$ cat src/design/rtss_pkg.sv
package rtss_pkg;

	localparam int SAMPLE_W   = 10;
	localparam int STAGE_W    = 8;
	localparam int TALLY_W    = 2;
	localparam int PIN_W      = 4;
	localparam int CFG_IDX_W  = 1;
	localparam int CFG_DATA_W = 10;

	typedef logic [SAMPLE_W-1:0] sample_t;
	typedef logic [STAGE_W-1:0]  stage_t;
	typedef logic [PIN_W-1:0]    pins_t;

	// configuration register indexes
	localparam logic [CFG_IDX_W-1:0] REG_SCAN_INTERVAL   = 1'd0;
	localparam logic [CFG_IDX_W-1:0] REG_PRESS_THRESHOLD = 1'd1;

	localparam stage_t  SCAN_INTERVAL_RST   = 8'd50;
	localparam sample_t PRESS_THRESHOLD_RST = 10'd100;

	// scan stages
	localparam stage_t STAGE_X_DRIVE  = 8'd1;
	localparam stage_t STAGE_DETECT   = 8'd2;
	localparam stage_t STAGE_X_SAMPLE = 8'd3;
	localparam stage_t STAGE_Y_SAMPLE = 8'd4;

	// pin bits: Y+, X-, X+, Y-
	localparam pins_t PIN_YP  = 4'b0001;
	localparam pins_t PIN_XM  = 4'b0010;
	localparam pins_t PIN_XP  = 4'b0100;
	localparam pins_t PIN_YM  = 4'b1000;
	localparam pins_t PIN_ALL = 4'b1111;

	localparam logic [TALLY_W-1:0] TALLY_MAX = 2'd2;

	typedef struct packed {
		sample_t ch0_sample;
		sample_t ch1_sample;
	} tick_t;

	typedef struct packed {
		logic    pressed_now;
		logic    key_held;
		logic    scan_busy;
		sample_t x_position;
		sample_t y_position;
		pins_t   drive_dir;
		pins_t   drive_level;
	} result_t;

	typedef struct packed {
		stage_t             stage;
		logic               pen_down;
		logic [TALLY_W-1:0] tally;
		logic               held;
		logic               busy;
		sample_t            x_latch;
		sample_t            y_latch;
		pins_t              dir;
		pins_t              level;
	} scan_state_t;

endpackage

$ cat src/design/rtss_stream_if.sv
interface rtss_stream_if #(
	parameter type payload_t = logic
);
	logic     valid;
	logic     ready;
	payload_t data;

	modport source (output valid, output data, input ready);
	modport sink   (input valid, input data, output ready);
endinterface

$ cat src/design/rtss_step.sv
// Next-state logic for one scan tick.
module rtss_step (
	input  rtss_pkg::scan_state_t cur,
	input  rtss_pkg::tick_t       tick_in,
	input  rtss_pkg::stage_t      scan_interval,
	input  rtss_pkg::sample_t     press_threshold,
	output rtss_pkg::scan_state_t nxt,
	output logic                  pressed
);
	import rtss_pkg::*;

	stage_t stage_inc;

	always_comb begin
		nxt     = cur;
		pressed = 1'b0;
		case (cur.stage)
			STAGE_X_DRIVE: begin
				nxt.busy     = 1'b1;
				nxt.pen_down = 1'b0;
				nxt.x_latch  = '0;
				nxt.y_latch  = '0;
				nxt.dir      = PIN_XM | PIN_XP;
				nxt.level    = PIN_YP | PIN_YM;
			end
			STAGE_DETECT: begin
				if (tick_in.ch0_sample < press_threshold) begin
					nxt.pen_down = 1'b1;
					pressed      = 1'b1;
					if (cur.tally < TALLY_MAX)
						nxt.tally = cur.tally + 2'd1;
					// held once the count reaches two
					if (cur.tally != '0)
						nxt.held = 1'b1;
					nxt.dir   = PIN_YP | PIN_YM;
					nxt.level = PIN_YP | PIN_XM | PIN_XP;
				end else begin
					nxt.busy  = 1'b0;
					nxt.dir   = PIN_ALL;
					nxt.level = PIN_ALL;
				end
			end
			STAGE_X_SAMPLE: begin
				if (cur.pen_down) begin
					nxt.x_latch = tick_in.ch1_sample;
					nxt.dir     = PIN_XM | PIN_XP;
					nxt.level   = PIN_YP | PIN_XP | PIN_YM;
				end
			end
			STAGE_Y_SAMPLE: begin
				if (cur.pen_down) begin
					nxt.y_latch = tick_in.ch0_sample;
				end else begin
					nxt.held  = 1'b0;
					nxt.tally = '0;
				end
				nxt.busy  = 1'b0;
				nxt.dir   = PIN_ALL;
				nxt.level = PIN_ALL;
			end
			default: begin
			end
		endcase

		// 8-bit counter wraps naturally at 255
		stage_inc = cur.stage + 8'd1;
		nxt.stage = (stage_inc > scan_interval) ? '0 : stage_inc;
	end

endmodule

$ cat src/design/resistive_touch_scan_sequencer.sv
// A result is registered and appears on res in the cycle after its tick transfer.
// Throughput: one tick per cycle while res accepts results; the output register frees as it transfers.
// Reset (arst_n low, async): stage 0, flags and coordinates cleared, pins
// released (dir/level all ones), scan_interval 50, press_threshold 100,
// no result pending.
module resistive_touch_scan_sequencer (
	input  logic                                clk,
	input  logic                                arst_n,
	rtss_stream_if.sink                         tick,
	rtss_stream_if.source                       res,
	input  logic                                cfg_we,
	input  logic [rtss_pkg::CFG_IDX_W-1:0]      cfg_index,
	input  logic [rtss_pkg::CFG_DATA_W-1:0]     cfg_wdata
);
	import rtss_pkg::*;

	// config registers
	stage_t  scan_interval_q;
	sample_t press_threshold_q;

	// scan state and result register
	scan_state_t state_q;
	scan_state_t state_nxt;
	logic        pressed;
	result_t     res_q;
	logic        res_valid_q;

	logic tick_xfer;

	// New tick is taken whenever the result slot is empty or draining now.
	assign tick.ready = !res_valid_q || res.ready;
	assign tick_xfer  = tick.valid && tick.ready;

	assign res.valid = res_valid_q;
	assign res.data  = res_q;

	rtss_step u_step (
		.cur             (state_q),
		.tick_in         (tick.data),
		.scan_interval   (scan_interval_q),
		.press_threshold (press_threshold_q),
		.nxt             (state_nxt),
		.pressed         (pressed)
	);

	// configuration writes: make them only while idle; the block itself does not enforce this
	always_ff @(posedge clk or negedge arst_n) begin
		if (!arst_n) begin
			scan_interval_q   <= SCAN_INTERVAL_RST;
			press_threshold_q <= PRESS_THRESHOLD_RST;
		end else if (cfg_we) begin
			case (cfg_index)
				REG_SCAN_INTERVAL:   scan_interval_q   <= cfg_wdata[STAGE_W-1:0];
				REG_PRESS_THRESHOLD: press_threshold_q <= cfg_wdata[SAMPLE_W-1:0];
				default: begin
				end
			endcase
		end
	end

	// scan state advances once per tick transfer
	always_ff @(posedge clk or negedge arst_n) begin
		if (!arst_n) begin
			state_q <= '{
				stage:    '0,
				pen_down: 1'b0,
				tally:    '0,
				held:     1'b0,
				busy:     1'b0,
				x_latch:  '0,
				y_latch:  '0,
				dir:      PIN_ALL,
				level:    PIN_ALL
			};
		end else if (tick_xfer) begin
			state_q <= state_nxt;
		end
	end

	// output valid
	always_ff @(posedge clk or negedge arst_n) begin
		if (!arst_n) begin
			res_valid_q <= 1'b0;
		end else if (tick_xfer) begin
			res_valid_q <= 1'b1;
		end else if (res.ready) begin
			res_valid_q <= 1'b0;
		end
	end

	// result payload shows the state after the tick
	always_ff @(posedge clk) begin
		if (tick_xfer) begin
			res_q.pressed_now <= pressed;
			res_q.key_held    <= state_nxt.held;
			res_q.scan_busy   <= state_nxt.busy;
			res_q.x_position  <= state_nxt.x_latch;
			res_q.y_position  <= state_nxt.y_latch;
			res_q.drive_dir   <= state_nxt.dir;
			res_q.drive_level <= state_nxt.level;
		end
	end

endmodule

$ cat src/flat_wrapper.sv
// flat-port wrapper written by rule: the top's interface ports become plain ports
module resistive_touch_scan_sequencer_flat import rtss_pkg::*;
  (clk, arst_n, cfg_we, cfg_index, cfg_wdata, tick_valid, tick_data, tick_ready, res_valid, res_data, res_ready);
  rtss_stream_if #(.payload_t(tick_t)) tick_i ();
  rtss_stream_if #(.payload_t(result_t)) res_i ();
  input  logic clk;
  input  logic arst_n;
  input  logic cfg_we;
  input  logic [rtss_pkg::CFG_IDX_W-1:0] cfg_index;
  input  logic [rtss_pkg::CFG_DATA_W-1:0] cfg_wdata;
  input wire logic [$bits(tick_i.valid)-1:0] tick_valid;
  input wire logic [$bits(tick_i.data)-1:0] tick_data;
  output wire logic [$bits(tick_i.ready)-1:0] tick_ready;
  output wire logic [$bits(res_i.valid)-1:0] res_valid;
  output wire logic [$bits(res_i.data)-1:0] res_data;
  input wire logic [$bits(res_i.ready)-1:0] res_ready;
  assign tick_i.valid = tick_valid;
  assign tick_i.data = tick_data;
  assign tick_ready = tick_i.ready;
  assign res_valid = res_i.valid;
  assign res_data = res_i.data;
  assign res_i.ready = res_ready;
  resistive_touch_scan_sequencer u_core (.clk(clk), .arst_n(arst_n), .tick(tick_i), .res(res_i), .cfg_we(cfg_we), .cfg_index(cfg_index), .cfg_wdata(cfg_wdata));
endmodule
$ cat config.mk
export PLATFORM = sky130hd
export DESIGN_NAME = resistive_touch_scan_sequencer_flat
export DESIGN_NICKNAME = d
export VERILOG_FILES = /design/src/design/rtss_pkg.sv /design/src/design/rtss_stream_if.sv /design/src/design/rtss_step.sv /design/src/design/resistive_touch_scan_sequencer.sv /design/src/flat_wrapper.sv
export SDC_FILE = /design/constraint.sdc
export NUM_CORES = 1
export LEC_CHECK = 0
export BUFFER_PORTS_ARGS = -buffer_cell sky130_fd_sc_hd__buf_4
export CAP_MARGIN = 30
export CORE_ASPECT_RATIO = 1.1
export CORE_UTILIZATION = 57
export CTS_CLUSTER_SIZE = 16
export DETAILED_ROUTE_END_ITERATION = 8
export PLACE_DENSITY = 0.8
export SLEW_MARGIN = 20
export SYNTH_ARGS = -nofsm -noshare
export SYNTH_HDL_FRONTEND = slang
export SYNTH_SLANG_ARGS = --single-unit
$ cat constraint.sdc
create_clock -name clk -period 3.5 [get_ports clk]
set_clock_uncertainty 0.1 [all_clocks]
set_input_delay 0.35 -clock clk [delete_from_list [all_inputs] [get_ports clk]]
set_output_delay 0.35 -clock clk [all_outputs]
set_load 0.005 [all_outputs]
======== Yosys cells after proc, flatten, opt, wreduce, memory -nomap -nowiden ========
Index checks and enable logic that the tools add are counted.
cells by class
  add/subtract/negate cells ............... 2
  multiply operators ...................... 0
  divide/modulo/power cells ............... 0
  order comparisons ....................... 3
  eq/ne operators ......................... 7
  shift-type cells ........................ 0
  muxes and demuxes ....................... 19
  bitwise logic cells ..................... 1
  reductions and logical operators ........ 11
operator list
  cell                   count
  $pmux W10 S2           2
  $pmux W8 S4            1
  $mux W10               2
  $eq A8 B2 Y1 const B   2
  $mux W8                2
  $lt A10 B10 Y1         1
  $add A8 B1 Y8 const B  1
  $eq A8 B1 Y1 const B   1
  $eq A8 B3 Y1 const B   1
  $gt A8 B8 Y1           1
  $reduce_bool A2 Y1     4
  $mux W7                1
  $ne A2 B2 Y1 const B   3
  $pmux W3 S2            1
  $mux W1                5
  $reduce_and A5 Y1      1
  $mux W4                1
  $reduce_and A2 Y1      2
  $mux W3                1
  $pmux W1 S3            1
  $reduce_and A3 Y1      1
  $add A2 B1 Y2 const B  1
  $lt A2 B2 Y1 const B   1
  $mux W2                1
  other kinds (5)        5
word-level totals
  flip-flop bits (word level) ............. 91
  latch bits .............................. 0
  memory bits (writable) .................. 0
  ROM bits ................................ 0
  output and inout bits ................... 33
  logic and storage cells ................. 62
  memories kept ........................... 0

======== Depth between registers and ports, before layout ========
  depth in word-level cells ............... 4
  mapped depth ............................ 12

======== Cells and area by module ========
A second synthesis with hierarchy kept.
unflattened totals
  cell total of the unflattened synthesis .. 332
  area total of the unflattened synthesis .. 4496.8 µm²
by module, submodules not included
  module                          instances  cells an instance  area each (µm²)
  resistive_touch_scan_sequencer  1          161                3358.2
  rtss_step                       1          171                1138.6

======== Worst setup path before layout ========
OpenSTA, ideal clock, no wires.
  path type ............................... register -> register
  from .................................... register u_core.res_valid_q (netlist: u_core.res.valid)
  to ...................................... register u_core.state_q[2] in the netlist's numbering
  library setup time ...................... 0.067 ns
  arrival time ............................ 2.408 ns
  path slack .............................. 0.925 ns
  stages on the path, launching flop included .. 8
  path buffers ............................ 2
  clock period less this slack ............ 2.575 ns
  cells stage by stage .................... dfrtp_1 > nand2b_1 > nand2_1 > inv_2 > buf_2 > buf_1 > o21ai_0 > nand2_1
on the way
  cells in the longest elaborated chain, start to end .. 3
ends and longest elaborated chain
  what                    line                                  RTL
  from (decl)             resistive_touch_scan_sequencer.sv:26  logic res_valid_q;
  from (signal assigned)  resistive_touch_scan_sequencer.sv:83  res_valid_q <= 1'b0;
  from (signal assigned)  resistive_touch_scan_sequencer.sv:85  res_valid_q <= 1'b1;
  from (signal assigned)  resistive_touch_scan_sequencer.sv:87  res_valid_q <= 1'b0;
  $logic_not A1 Y1        resistive_touch_scan_sequencer.sv:31  assign tick.ready = !res_valid_q || res.ready;
  $logic_or A1 B1 Y1      resistive_touch_scan_sequencer.sv:31
  via tick_ready          flat_wrapper.sv:13                    output wire logic [$bits(tick_i.ready)-1:0] tick_ready;
  $logic_and A1 B1 Y1     resistive_touch_scan_sequencer.sv:32  assign tick_xfer = tick.valid && tick.ready;
  via u_core.tick_xfer    resistive_touch_scan_sequencer.sv:28  logic tick_xfer;
  to (signal assigned)    resistive_touch_scan_sequencer.sv:64  state_q <= '{
  to (signal assigned)    resistive_touch_scan_sequencer.sv:76  state_q <= state_nxt;
  to (decl)               resistive_touch_scan_sequencer.sv:22  scan_state_t state_q;
The timed path passes the listed nets, and every way through them passes these cells.
A chain may end at the register's enable or synchronous reset.

======== Worst setup path after layout ========
  from .................................... register u_core.state_q[36] in the netlist's numbering
  to ...................................... register u_core.state_q[35] in the netlist's numbering
on the way
  cells in the longest elaborated chain, start to end .. 3
ends and longest elaborated chain
  what           line             RTL
  $add A8 B1 Y8  rtss_step.sv:66  stage_inc = cur.stage + 8'd1;
  $gt A8 B8 Y1   rtss_step.sv:67  nxt.stage = (stage_inc > scan_interval) ? '0 : stage_inc;
  $mux W8        rtss_step.sv:67
Every way passes these cells.

==> out/results.txt <==
CTS buffer count = 9
Setup CP Type = reg -> reg
Vias per inst = 5.92
Critical R2R Launch = u_core.state_q[36]$_DFFE_PN0P_
Gr usage total = 24.2%
Number of synthesis warnings = 0
Number of diodes = 0
I/O pins = 69
DP Wirelength = 6290 µm
Placement row count = 33
Crit-path max cell delay = 0.64 ns
Most frequent cells in the layout = buf_4 (76), dfrtp_1 (46), nand2_1 (34)
Clk_lat worst skew = 0.37 ns
Critical path peak fanout = 12
Mapped Nets = 431
Yosys reg bits = 91
Final Hold Fails = 0
Max clock buf depth = 2
Clock slew at reported path FFs = 0.08 ns
Die Width = 85.9 µm
Max-slew violations = 0
Worst path required time = 3.71 ns
Fin nets = 500
VDD IR max = 416 µV
Share of cells above drive strength 1 = 28.0%
Total setup buffers inserted after CTS = 0
Setup TNS = 0 ns
Core Area = 7470 µm²
Synth unique cells = 54
Cells after DPL = 535
Setup-failing EPs final = 0
Number of max-cap violations = 0
Synth async-reset ratio = 65.9%
DR pass1 iterations = 4
Remaining global-route overflow = 0
CTS tree = done
Register area share after synthesis = 55.5%
Htree depth = 3
Final wirelength = 8940 µm
Mean Syn Cell Area = 11.8 µm²
Vias post-DR = 3266
Crit path launch type = register
Initial antenna violation count = 0
HP Class = in -> reg
Min Tclk post-route = 2.88 ns
Post-cts resize count = 0
Hold Startpoint = tick_valid
CP Cell Sequence = and3_1, nand3_1, nor2_1, xnor2_1, inv_1, ha_1, a21oi_1, o21ai_0, o22a_1, nor4b_1, a21o_1
Pin count of the biggest net entering global routing = 61
CTS hold repair buffers = 1
CTS sink count = 91
Outcome = complete, no violations
Pwr/cell area = 610 nW/µm²
Root buf cell = clkbuf_8
Post-synth top flop = dfrtp_1
Initial Util = 59.1%
Final Util = 70.0%
Initial drt markers = 208
Vias in the first global route = 3191
Critical path launch point = u_core.state_q[36]$_DFFE_PN0P_
Pre-CTS WS = 0.651 ns
Routed WL per cell = 16.2 µm
EDFF count, synth = 31
First-pass GRT wire length = 15100 µm
Slew @ Worst Pin = 0.759 ns
Die Area = 8100 µm²
PortBufs = 68
Crit. End Element = register
Max frequency = 0.347 GHz
Die Ht = 94.3 µm
Max-Slew Margin vs Limit = 49.4%
Drt drc = 0
P&R area growth vs syn = 18.4%
Worst endpoint data arrival time = 3.09 ns
Commonest non-fill, non-tap cell in the layout = buf_4
Max stage delay cell, worst path = dfrtp_1
Mapped cell area = 4420 µm²
Leak = 0.00228 µW
Final ANT Viol Nets = 0
Post-synthesis instance total = 373
RSZ-0062 raised after global routing = no
Final non-filler cell total = 552
Final critical-path share of the clock period = 82.2%
PnR worst setup slack = 0.622 ns
GPL Wtd Cong = 0.831
Overall power = 3190 µW
-- cell type report --
class / instances / area [µm²]
Multi-Input combinational cell: 239 / 1790
Sequential cell: 91 / 2450
Fill cell: 555 / 2240
Tap cell: 105 / 131
Clock buffer: 10 / 128
Clock inverter: 6 / 63.8
Inverter: 24 / 90.1
Timing Repair Buffer: 77 / 581
-- kinds of logic (layout without fill, tap and decap cells) --
group | Yosys count | after routing | synth area share (%)
AOI/OAI and AO/OA | 121 | 121 | 21.0
xor gates and xnor gates | 6 | 6 | 1.19
adders and majority gates | 22 | 22 | 6.23
buffers and inverters | 43 | 117 | 4.05
DFF | 91 | 91 | 55.5
muxes | 11 | 11 | 2.80
and+or+nand+nor | 79 | 79 | 9.29
-- routing by layer --
layer  track usage (%)  wire, µm  vias up
met3              3.78       335       22
met5                 0         0        -
met1              30.6      3860     1617
met4              12.9       267        0
met2              40.1      4480       83
li1                  -         -     1544
-- worst paths after layout --
path                                                       end  slack (ns)  depth (start not counted)
worst max-delay path            u_core.state_q[35]$_DFFE_PN0P_        0.62                         11
worst min-delay path              u_core.res.valid$_DFFE_PN0P_        0.08                          2
worst max register to register  u_core.state_q[35]$_DFFE_PN0P_        0.62                         11
worst min register to register   u_core.state_q[9]$_DFFE_PN0P_        0.40                          1
max in group asynchronous       u_core.state_q[27]$_DFFE_PN0P_        2.31                          2
min in group asynchronous         u_core.res.valid$_DFFE_PN0P_        0.48                          2
-- critical path, delay by kind of cell, from the launching register on --
| kind | cells | cell delay [ns] |
|---|---|---|
| AND/OR/NAND/NOR | 4 | 0.89 |
| AO/OA/AOI/OAI | 4 | 0.68 |
| flip-flops | 1 | 0.64 |
| adder cells (fa/ha/maj) | 1 | 0.31 |
| XOR/XNOR | 1 | 0.15 |
| buffers and inverters | 1 | 0.06 |
-- report_power, final --
group	total (µW)	switching, µW	leakage [µW]	internal [µW]
Sequential	1500	154	0.00105	1350
Combinational	987	547	0.00113	440
Clock	703	372	0.0000947	332
-- metrics by stage --
| step | hold slack, ns | cell area (µm²) |
|---|---|---|
| 6_report | 0.0847 | 5230 |
| 5_1_grt | 0.0891 | 5230 |
| 4_1_cts | 0.0644 | 5230 |
| 3_5_place_dp | 0.369 | 5030 |
| 3_3_place_gp | 0.368 | 5030 |
| 2_1_floorplan | -0.0456 | 4420 |
-- flip-flops by register name, indices dropped and copies added, names as in the netlist --
register,flops
u_core.res.valid,1
u_core.state_q,41
u_core.res.data,31
u_core.scan_interval_q,8
u_core.press_threshold_q,10
-- cells in the mapped netlist (11+ instances only) --
cell type,instances,area share (%)
a21oi_1,14,1.6
dfstp_2,14,8.3
inv_1,23,2.0
o21ai_0,22,2.5
mux2_2,11,2.8
nand2_1,34,2.9
edfxtp_1,31,21
a22o_1,23,4.6
ha_1,22,6.2
a32o_1,20,4.5
dfrtp_1,46,26
(Power assumes the default switching activity.)
